## src/sv/scm_pkg.sv

```systemverilog
// Shared types, constants and the Sobel result function for the contour metrics stream.
// No dependencies; every other file of the block refers to this package by scoped names.
package scm_pkg;

  // Line store geometry
  localparam int MAX_WIDTH = 2048;
  localparam int COL_W     = $clog2(MAX_WIDTH);

  // Field widths
  localparam int PIX_W    = 8;
  localparam int VALUE_W  = 13;
  localparam int CFG_IDX_W = 3;
  localparam int CFG_DAT_W = 16;

  // Result queue
  localparam int QDEPTH = 16;
  localparam int QPTR_W = $clog2(QDEPTH);
  localparam int QCNT_W = QPTR_W + 1;
  localparam int MAX_RUN = 4;

  // Register indexes
  localparam logic [CFG_IDX_W-1:0] REG_WIDTH    = 3'd0;
  localparam logic [CFG_IDX_W-1:0] REG_HEIGHT   = 3'd1;
  localparam logic [CFG_IDX_W-1:0] REG_MODE     = 3'd2;
  localparam logic [CFG_IDX_W-1:0] REG_MASK_MIN = 3'd3;

  // Filter modes
  localparam logic [2:0] MODE_DX      = 3'd0;
  localparam logic [2:0] MODE_ABS_DX  = 3'd1;
  localparam logic [2:0] MODE_DY      = 3'd2;
  localparam logic [2:0] MODE_ABS_DY  = 3'd3;
  localparam logic [2:0] MODE_CONTOUR = 3'd4;
  localparam logic [2:0] MODE_MASKED  = 3'd5;

  // One result beat
  typedef struct packed {
    logic signed [VALUE_W-1:0] value;
    logic [COL_W-1:0]          column;
    logic                      last;
    logic                      eof;
  } result_t;

  // Up to four results of one pixel, in emission order
  typedef struct packed {
    logic [MAX_RUN-1:0]  vld;
    result_t [MAX_RUN-1:0] item;
  } push_t;

  // Window column triple shifted down one row, bottom replicated
  function automatic logic [23:0] shift_down(input logic [23:0] t);
    return {t[23:16], t[23:16], t[15:8]};
  endfunction

  // Sobel gradients of a 3x3 window (left, center, right column triples)
  function automatic logic signed [VALUE_W-1:0] emit_value(
      input logic [23:0] lt, input logic [23:0] ct, input logic [23:0] rt,
      input logic [7:0] maskv, input logic [2:0] mode, input logic [7:0] mmin);
    logic [9:0]         col_l;
    logic [9:0]         col_r;
    logic [9:0]         row_t;
    logic [9:0]         row_b;
    logic signed [10:0] dx;
    logic signed [10:0] dy;
    logic [9:0]         ax;
    logic [9:0]         ay;
    logic [10:0]        asum;
    logic [11:0]        cm;
    logic signed [VALUE_W-1:0] v;
    col_l = {2'b0, lt[7:0]} + {1'b0, lt[15:8], 1'b0} + {2'b0, lt[23:16]};
    col_r = {2'b0, rt[7:0]} + {1'b0, rt[15:8], 1'b0} + {2'b0, rt[23:16]};
    row_t = {2'b0, lt[7:0]} + {1'b0, ct[7:0], 1'b0} + {2'b0, rt[7:0]};
    row_b = {2'b0, lt[23:16]} + {1'b0, ct[23:16], 1'b0} + {2'b0, rt[23:16]};
    dx = $signed({1'b0, col_r}) - $signed({1'b0, col_l});
    dy = $signed({1'b0, row_b}) - $signed({1'b0, row_t});
    ax = dx[10] ? 10'(-dx) : dx[9:0];
    ay = dy[10] ? 10'(-dy) : dy[9:0];
    asum = {1'b0, ax} + {1'b0, ay};
    // doubled sum, low bit set when the vertical gradient dominates
    cm = {asum, (ax < ay)};
    case (mode)
      MODE_DX:      v = {{2{dx[10]}}, dx};
      MODE_ABS_DX:  v = {3'b0, ax};
      MODE_DY:      v = {{2{dy[10]}}, dy};
      MODE_ABS_DY:  v = {3'b0, ay};
      MODE_CONTOUR: v = {1'b0, cm};
      MODE_MASKED:  v = (maskv < mmin) ? '0 : {1'b0, cm};
      default:      v = '0;
    endcase
    return v;
  endfunction

endpackage

```

## src/sv/scm_if.sv

```systemverilog


interface scm_out_if;
  logic                               valid;
  logic                               ready;
  logic signed [scm_pkg::VALUE_W-1:0] result_value;
  logic [scm_pkg::COL_W-1:0]          result_column;
  logic                               last_in_run;
  logic                               end_of_frame;
  modport source (output valid, output result_value, output result_column,
                  output last_in_run, output end_of_frame, input ready);
  modport sink   (input valid, input result_value, input result_column,
                  input last_in_run, input end_of_frame, output ready);
endinterface


```

## src/sv/scm_result_fifo.sv

```systemverilog
// Result queue: takes up to four results per cycle, hands out one beat per cycle while out_bus.ready is high.
// Depends on scm_pkg (result_t, push_t, depth) and scm_out_if.
module scm_result_fifo (
  input  logic                       clk,
  input  logic                       rst_n,
  input  scm_pkg::push_t             push,
  output logic [scm_pkg::QCNT_W-1:0] count,
  scm_out_if.source                  out_bus
);

  scm_pkg::result_t             mem [scm_pkg::QDEPTH];
  logic [scm_pkg::QPTR_W-1:0]   wr_ptr_r, wr_ptr_nxt;
  logic [scm_pkg::QPTR_W-1:0]   rd_ptr_r, rd_ptr_nxt;
  logic [scm_pkg::QCNT_W-1:0]   count_r, count_nxt;
  logic [scm_pkg::QPTR_W-1:0]   slot_idx [scm_pkg::MAX_RUN];
  logic [2:0]                   push_n;
  logic                         pop;

  // compact the valid results onto consecutive slots
  always_comb begin
    push_n = '0;
    for (int i = 0; i < scm_pkg::MAX_RUN; i++) begin
      slot_idx[i] = wr_ptr_r + scm_pkg::QPTR_W'(push_n);
      if (push.vld[i]) begin
        push_n = push_n + 3'd1;
      end
    end
  end

  assign pop        = out_bus.valid && out_bus.ready;
  assign wr_ptr_nxt = wr_ptr_r + scm_pkg::QPTR_W'(push_n);
  assign rd_ptr_nxt = rd_ptr_r + scm_pkg::QPTR_W'(pop);
  assign count_nxt  = count_r + scm_pkg::QCNT_W'(push_n) - scm_pkg::QCNT_W'(pop);

  // storage, no reset
  always_ff @(posedge clk) begin
    for (int i = 0; i < scm_pkg::MAX_RUN; i++) begin
      if (push.vld[i]) begin
        mem[slot_idx[i]] <= push.item[i];
      end
    end
  end

  // pointers
  always_ff @(posedge clk) begin
    if (!rst_n) begin
      wr_ptr_r <= '0;
      rd_ptr_r <= '0;
      count_r  <= '0;
    end else begin
      wr_ptr_r <= wr_ptr_nxt;
      rd_ptr_r <= rd_ptr_nxt;
      count_r  <= count_nxt;
    end
  end

  // head beat
  assign count                 = count_r;
  assign out_bus.valid         = (count_r != '0);
  assign out_bus.result_value  = mem[rd_ptr_r].value;
  assign out_bus.result_column = mem[rd_ptr_r].column;
  assign out_bus.last_in_run   = mem[rd_ptr_r].last;
  assign out_bus.end_of_frame  = mem[rd_ptr_r].eof;

endmodule

```

## src/flat_wrapper.sv

```systemverilog
// flat-port wrapper written by rule: the top's interface ports become plain ports
module scm_result_fifo_flat 
  (clk, rst_n, push, count, out_bus_valid, out_bus_result_value, out_bus_result_column, out_bus_last_in_run, out_bus_end_of_frame, out_bus_ready);
  scm_out_if out_bus_i ();
  input  logic clk;
  input  logic rst_n;
  input  scm_pkg::push_t push;
  output logic [scm_pkg::QCNT_W-1:0] count;
  output wire logic [$bits(out_bus_i.valid)-1:0] out_bus_valid;
  output wire logic [$bits(out_bus_i.result_value)-1:0] out_bus_result_value;
  output wire logic [$bits(out_bus_i.result_column)-1:0] out_bus_result_column;
  output wire logic [$bits(out_bus_i.last_in_run)-1:0] out_bus_last_in_run;
  output wire logic [$bits(out_bus_i.end_of_frame)-1:0] out_bus_end_of_frame;
  input wire logic [$bits(out_bus_i.ready)-1:0] out_bus_ready;
  assign out_bus_valid = out_bus_i.valid;
  assign out_bus_result_value = out_bus_i.result_value;
  assign out_bus_result_column = out_bus_i.result_column;
  assign out_bus_last_in_run = out_bus_i.last_in_run;
  assign out_bus_end_of_frame = out_bus_i.end_of_frame;
  assign out_bus_i.ready = out_bus_ready;
  scm_result_fifo u_core (.clk(clk), .rst_n(rst_n), .push(push), .count(count), .out_bus(out_bus_i));
endmodule
```

## config.mk

```make
export PLATFORM = sky130hd
export DESIGN_NAME = scm_result_fifo_flat
export DESIGN_NICKNAME = d
export VERILOG_FILES = /design/src/sv/scm_pkg.sv /design/src/sv/scm_if.sv /design/src/sv/scm_result_fifo.sv /design/src/flat_wrapper.sv
export SDC_FILE = /design/constraint.sdc
export NUM_CORES = 1
export LEC_CHECK = 0
export CAP_MARGIN = 40
export CORE_MARGIN = 4
export CORE_UTILIZATION = 25
export CTS_CLUSTER_SIZE = 30
export DETAILED_ROUTE_END_ITERATION = 12
export DONT_BUFFER_PORTS = 1
export PLACE_DENSITY_LB_ADDON = 0.2
export SLEW_MARGIN = 10
export SYNTH_ARGS = -nofsm -noshare
export SYNTH_HDL_FRONTEND = slang
export SYNTH_SLANG_ARGS = --single-unit
export TNS_END_PERCENT = 1
```

## constraint.sdc

```tcl
create_clock -name clk -period 4.6 [get_ports clk]
set_input_delay 0.92 -clock clk [delete_from_list [all_inputs] [get_ports clk]]
set_output_delay 0.92 -clock clk [all_outputs]
set_load 0.02 [all_outputs]
```

Word-level counts from Yosys, hierarchy flattened
Memory sizes are Yosys's and may differ from the RTL's. A register that Yosys moved wholly into a read port is not among the register bits.
Cells that the tools add are included.
{"block": "word_totals", "ram_bits": 416, "reg_bits": 13, "out_inout_bits": 32, "wordCells": 29, "in_bits": 111, "memories": 1}
{"block": "op_classes", "n_addsub": 10, "reduce_logical": 2, "n_mux": 13}
{"memory": "u_core.mem", "depth": 16, "width": 26, "read_ports": 1, "rd_ports_with_merged_regs": 1, "wr": 4, "line": "scm_result_fifo.sv:11", "rtl": "scm_pkg::result_t mem [scm_pkg::QDEPTH];"}
{"op": "adder 4 x 3 -> 4 bit", "count": 3}
{"op": "two-way mux 1 bit", "count": 9}
{"op": "two-way mux 3 bit", "count": 3}
{"op": "adder 4 x 1 -> 4 bit", "count": 2}
{"op": "adder 3 x 1 -> 3 bit (second input constant)", "count": 2}
{"op": "adder 5 x 3 -> 5 bit", "count": 1}
{"op": "nonzero test 5 bit", "count": 1}
{"op": "subtractor 5 x 1 -> 5 bit", "count": 1}
{"op": "two-way mux 4 bit", "count": 1}
{"op": "adder 1 x 1 -> 2 bit (second input constant)", "count": 1}
{"op": "logical AND 1 bit", "count": 1}

Longest topological paths before layout
Gate-level depths: netlist of the first run.
{"block": "depth", "ltp_word": 9, "mapped_depth": 14, "ltp_nobuf": 14}

Worst setup path after synthesis of the first run
Ideal clock, no wire load.
{"block": "synth_timing", "path_kind": "input to register", "start": "in push[104] (netlist name)", "end": "mem u_core.mem[7][0] (netlist name) (enable)", "stages": 12, "n_path_buf": 1, "t_required_ns": 4.213, "setup_slack_ns": 0.071, "t_arrival_ns": 4.142, "setup_time_ns": 0.387, "cell_sequence": "inv_1 ha_1 xor2_1 ha_1 inv_1 fa_1 xnor2_1 nand3_1 mux2i_2 clkbuf_1 a21oi_1 nand3_1"}
{"element": "start: declaration", "line": "flat_wrapper.sv:7", "rtl": "input scm_pkg::push_t push;"}
{"element": "end: declaration", "line": "scm_result_fifo.sv:11"}

==> impl_metrics.yaml, run 1 <==
detailed_routing:
  drt_iter0_drc: 4127
  dr.pass1.iters: 7
  avgViaCountPerCell: 6.263
  avgRoutedWirePerCell_um: 37.51
  wl_um: 171200
  vias: 28586
  ant_nets: 0
  drcViolationCount: 0
cts:
  root_buffer: "clkbuf_16"
  cts_tree: "built"
  cts_sinks: 429
  cts_hold_buf: 0
  cts_resized: 0
  cts_setup_buffers: 0
  clock_latency_ns: 0.65
  htree_levels: 2
  cts_buffer_depth: 3
  cts.clk_slew.worst_paths_ns: 0.06
  numCtsBuffers: 55
die:
  core_um2: 122200
  die-height_um: 359.2
  fp-row-count: 128
  io_pins: 143
  die_x_um: 359.2
  initial_core_util_pct: 25.23
  dieArea_um2: 129000
worst_setup_path:
  cp-start-kind: "flip-flop"
  path_max_fanout: 23
  worstPathArrival_ns: 3.05
  path_class: "reg -> out"
  endpoint_kind: "primary output"
  required_ns: 3.68
timing:
  rsz0062_at_grt: "false"
  hold_violations: 0
  relSlewSlack_pct: 42.71
  fin_crit_sh_pct: 86.29
  setup_viol: 0
  slew_viol_final: 0
  timing.fmax_mhz: 251.9
  tightestPinTransition_ns: 0.8528
  setup-tns-final_ns: 0
  skew_ns: 0.01106
  period_minus_slack_ns: 3.969
finish:
  design_area_um2: 35390
  area_delta_synth_final_pct: 14.80
  finalNetCount: 3032
  final_util_pct: 28.96
  drive_gt1_share_pct: 19.33
synthesis:
  synth_fp_nets: 3199
  yosysUniqueCellTypes: 57
  syn_inst: 3062
  synth_edf_count: 416
  synth_top_area_share_pct: 40.52
  synth_common_cells: "nand2_1, nor2_1, edfxtp_1"
  async_reset_ff_share_pct: 0
  synth.area.top_cells: "edfxtp_1, a221oi_1, o31ai_1"
  ys.flop_type: "edfxtp_1"
  ys_seq_area_share_pct: 41.37
  yosys_warnings: 0
  syn_area_um2: 30830
  syn_area_per_cell_um2: 10.07
  synth_top_cell_by_area: "edfxtp_1"
  ys_seq_elements: 429
grt:
  grt_usage_pct: 25.47
  grt_pass1_wl_um: 233100
  grt_pass1_vias: 27305
  grt_remaining_overflow: 0
  grt_max_degree: 61
  antenna_found_initial: 6
power:
  ir_worst_vdd_mv: 0.3124
  cellLeakagePower_nw: 10.77
  power.total_mw: 20.93
  power_density_nw_per_um2: 591.4
  switching_share_pct: 43.10
  pwr-share-clk_pct: 20.3
  seqPwrFrac_pct: 30.5
  power_switching_mw: 9.019
  combPwrFrac_pct: 49.2
  internal-power_mw: 11.91
placement:
  port_buffers: 0
  gp_congestion: 0.8696
  placed_area_um2: 33700
  hpwl_um: 109700
hold_path:
  hp-class: "in -> reg"
job:
  maxCapViolations: 0
run_status:
  status: "finished clean"
[critical path: stages, from the launching register on]
cell and delay, ns:
dfxtp_4 0.83, buf_12 0.32, mux4_2 0.58, mux4_2 0.62
[registers in the layout, summed over array words and instances (netlist names)]
name             cells
u_core.count         5
u_core.rd_ptr_r      4
u_core.mem         416
u_core.wr_ptr_r      4
[worst paths after layout]
| check | from | end | slack, ns | cells past startpoint |
|---|---|---|---|---|
| worst max register to register | u_core.wr_ptr_r[0]$_SDFF_PN0_ | u_core.mem[6][7]$_DFFE_PP_ | 1.12 | 10 |
| worst max-delay path | u_core.rd_ptr_r[0]$_SDFF_PN0_ | out_bus_result_column[2] | 0.63 | 3 |
| worst min-delay path | rst_n | u_core.rd_ptr_r[0]$_SDFF_PN0_ | 0.39 | 1 |
| worst min register to register | u_core.rd_ptr_r[2]$_SDFF_PN0_ | u_core.rd_ptr_r[2]$_SDFF_PN0_ | 0.62 | 2 |
[through the flow]
step / setup slack [ns] / std cells / hold WS [ns]
after detailed placement: 0.4146 / 4462 / 0.6127
final: 0.6308 / 4564 / 0.3853
after CTS: 0.5715 / 4557 / 0.3443
after global placement: 0.4064 / 4455 / 0.6201
after global routing: 0.5406 / 4562 / 0.3623
after floorplan: 0.07067 / 3062 / 0.5554
[cells in the final DEF (no fill, tap or decap), types with 15 or more instances in the layout]
cell type  Yosys  final
nand3_2        1     23
clkinv_1       0     15
clkbuf_16      0     55
a221oi_1     381    381
o31ai_1      412    412
inv_1         22     22
nor2_1       430    429
a221oi_2      35     35
buf_12         0     58
nand2_1      430    430
a21oi_4        1     18
ha_1          22     22
mux4_2       130    130
and2_1       104    104
buf_4         49    148
edfxtp_1     416    416
nand3_1       46     24
nor3_1        19     18
nor3_4        10     16
[power groups by stage]
stage          clock [mW]  combinational, mW  sequential, mW
6_report             4.25               10.3            6.39
5_1_grt              4.45               10.7            6.45
4_1_cts              4.30               10.2            6.39
3_5_place_dp            0               10.2            6.46
3_3_place_gp            0               10.1            6.46
2_1_floorplan           0               6.06            6.27
[cell type report]
| type | instances | area, um^2 |
|---|---|---|
| diodes | 6 | 15.01 |
| clock buffers | 69 | 1429 |
| clock inverters | 26 | 220.2 |
| fillers | 12574 | 86810 |
| inverters | 22 | 82.58 |
| multi-input cells | 2175 | 16450 |
| flip-flops and latches | 429 | 12760 |
| well taps | 1625 | 2033 |
| repair buffers | 212 | 2396 |
[cells by family (layout without fill, tap and decap cells)]
logic type	Yosys count	in the layout	synth area share, %
fa+ha+maj	26	26	1.153
other cells	0	6	0
flops	429	429	41.37
compound gates	896	896	24.55
xor+xnor	13	13	0.3693
mux	150	150	10.18
simple gates	1090	1090	15.43
buf+inv	458	329	6.948
[layer usage]
layer | GRT usage, % | share of wire (%)
met1 | 33.14 | 39
met2 | 39.29 | 44
met5 | 0 | 0.011
met4 | 11.38 | 5.3
met3 | 7.268 | 11
(Power assumes the default switching activity.)
==> inputs of run 2 (changes only) <==
- CORE_ASPECT_RATIO: default -> 1.5
- PLACE_DENSITY: default -> 0.41
- PLACE_DENSITY_LB_ADDON: 0.2 -> default
==> run 2 against run 1 <==
Via count fell by 0.49%. Non-clock buffer count down 32. Largest cell class unchanged. Highest routed layer is now met4. Fmax increased by 3.5%. Global-route usage up 0.86 points. Die area is essentially flat. Cell area decreased by 1.6%. Register-to-register slack got worse by 0.32 ns. Hold slack better by 0.016 ns. Cell count shrank 1.5%. Setup slack improved by 0.13 ns. Count of clock-buffer cells in the layout is 1 lower. Power is 2.0% lower.
==> impl_metrics.yaml, run 2 (synthesized netlist as in run 1, its figures left out) <==
finish:
  design_area_um2: 34810
  fill_cells: 12611
  area_delta_synth_final_pct: 12.93
  largest_reg_flops: 416
  seqCellArea_um2: 12760
  final_common_cell: "nand2_1"
  drive_gt1_share_pct: 18.25
  multiInputGateArea_um2: 16460
  finalNetCount: 2994
  layout_common_cells: "nand2_1, nor2_1, edfxtp_1, o31ai_1, a221oi_1"
grt:
  grtUsageMet3_pct: 7.729
  grt_usage_pct: 26.33
  grt_pass1_wl_um: 237400
  grt_max_degree: 62
  grt_pass1_vias: 28063
  grt-busiest-layer: "met2"
  use_met2_pct: 41.35
  use_met1_pct: 30.93
  grt_remaining_overflow: 0
  antenna_found_initial: 10
placement:
  gp_congestion: 0.8572
  hpwl_um: 108800
  placed_area_um2: 33310
  port_buffers: 0
cts:
  clock_latency_ns: 0.63
  root_buffer: "clkbuf_16"
  cts_buffer_depth: 3
  cts_resized: 0
  htree_levels: 2
  cts_sinks: 429
  numCtsBuffers: 49
  cts_hold_buf: 0
  cts_tree: "built"
  cts.clk_slew.worst_paths_ns: 0.06
  cts_setup_buffers: 0
hold_path:
  hp-class: "in -> reg"
  min_path_cells: 1
  worstHoldStart: "rst_n"
  min_to: "u_core.count[4]$_SDFF_PN0_"
timing:
  tightestPinTransition_ns: 0.9347
  skew_ns: 0.01874
  hold_violations: 0
  timing.fmax_mhz: 260.6
  fin_crit_sh_pct: 83.41
  slew_viol_final: 0
  setup_viol: 0
  setup-tns-final_ns: 0
  period_minus_slack_ns: 3.837
  rsz0062_at_grt: "false"
  relSlewSlack_pct: 37.55
worst_setup_path:
  path_max_fanout: 17
  timing.rr.end: "u_core.mem[15][18]$_DFFE_PP_"
  r2r.worst_path.cells: 8
  path_class: "in -> reg"
  r2r_slack_ns: 0.80
  r2r_start: "u_core.wr_ptr_r[0]$_SDFF_PN0_"
  worstPathArrival_ns: 4.11
  crit_buf_inv: 3
  crit_chain: "inv_1 -> ha_1 -> ha_1 -> inv_1 -> fa_1 -> o21ai_0 -> a21o_1 -> nand3_2 -> nand3_2 -> buf_4"
  endpoint_kind: "flip-flop"
  path_delay_family: "adder cells"
  cpMaxStageDelayCell: "nand3_2"
  cp-start-kind: "input port"
  required_ns: 4.87
  max_stage_delay_ns: 0.68
detailed_routing:
  ant_nets: 0
  drt_iter0_drc: 4302
  avgRoutedWirePerCell_um: 39.03
  drcViolationCount: 0
  avgViaCountPerCell: 6.329
  wl_um: 175400
  dr.pass1.iters: 7
  vias: 28447
die:
  initial_core_util_pct: 25.19
  core_um2: 122400
  die_x_um: 294.7
  io_pins: 143
  die-height_um: 438.1
  dieArea_um2: 129100
  fp-row-count: 157
run_status:
  status: "finished clean"
power:
  ir_worst_vdd_mv: 0.3564
  power_density_nw_per_um2: 589.1
  cellLeakagePower_nw: 10.49
job:
  maxCapViolations: 0
[run 2: cell count changes in the layout (fill, tap and decap cells not counted), moves of 3 or more]
cell	before	now
clkbuf_16	55	51
clkinv_1	15	7
diode_2	6	17
clkbuf_1	14	17
buf_4	148	127
buf_12	58	51
[run 2: worst max-delay path by stage]
stage	start	end	cells after the start	slack (ns)
after floorplan	push[104]	u_core.mem[7][0]$_DFFE_PP_	12	0.07
after global placement	push[105]	u_core.mem[15][18]$_DFFE_PP_	10	0.22
after global routing	push[105]	u_core.mem[9][16]$_DFFE_PP_	11	0.59
after detailed placement	push[105]	u_core.mem[15][18]$_DFFE_PP_	10	0.18
after CTS	u_core.rd_ptr_r[1]$_SDFF_PN0_	out_bus_result_column[8]	3	0.75
final	push[105]	u_core.mem[15][18]$_DFFE_PP_	10	0.76
[run 2: final cells by class]
type | instances | area share, %
clock inverter | 14 | 0.3414
antenna | 17 | 0.1222
inverter | 22 | 0.2372
clock buffer | 68 | 3.849
tap | 1590 | 5.714
sequential | 429 | 36.67
multi-input combinational | 2175 | 47.28
timing repair buffer | 180 | 5.794
[run 2: power breakdown]
group | internal (mW) | switching [mW] | total [mW] | leakage [nW]
Combinational | 3.40 | 6.77 | 10.2 | 5.85
Clock | 2.13 | 1.80 | 3.93 | 0.709
Sequential | 6.00 | 0.414 | 6.41 | 3.93
[run 2: stage by stage]
| step | power (mW) | setup slack [ns] | cells | util, % | hold WS (ns) |
|---|---|---|---|---|---|
| detailed placement | 16.51 | 0.1845 | 4396 | 27.22 | 0.6979 |
| floorplan | 12.33 | 0.07067 | 3062 | - | 0.5554 |
| finish | 20.51 | 0.7633 | 4495 | 28.45 | 0.4015 |
| CTS | 20.43 | 0.7483 | 4478 | 28.41 | 0.3735 |
| global placement | 16.43 | 0.2217 | 4391 | 27.14 | 0.6992 |
| global route | 21.10 | 0.5860 | 4487 | 28.43 | 0.3821 |
[run 2: per-layer routing]
metal / vias to the layer above / wire length (um)
met5: - / 0
met4: 0 / 14280
met3: 589 / 19130
met2: 2021 / 79440
met1: 14286 / 62580
li1: 11551 / -
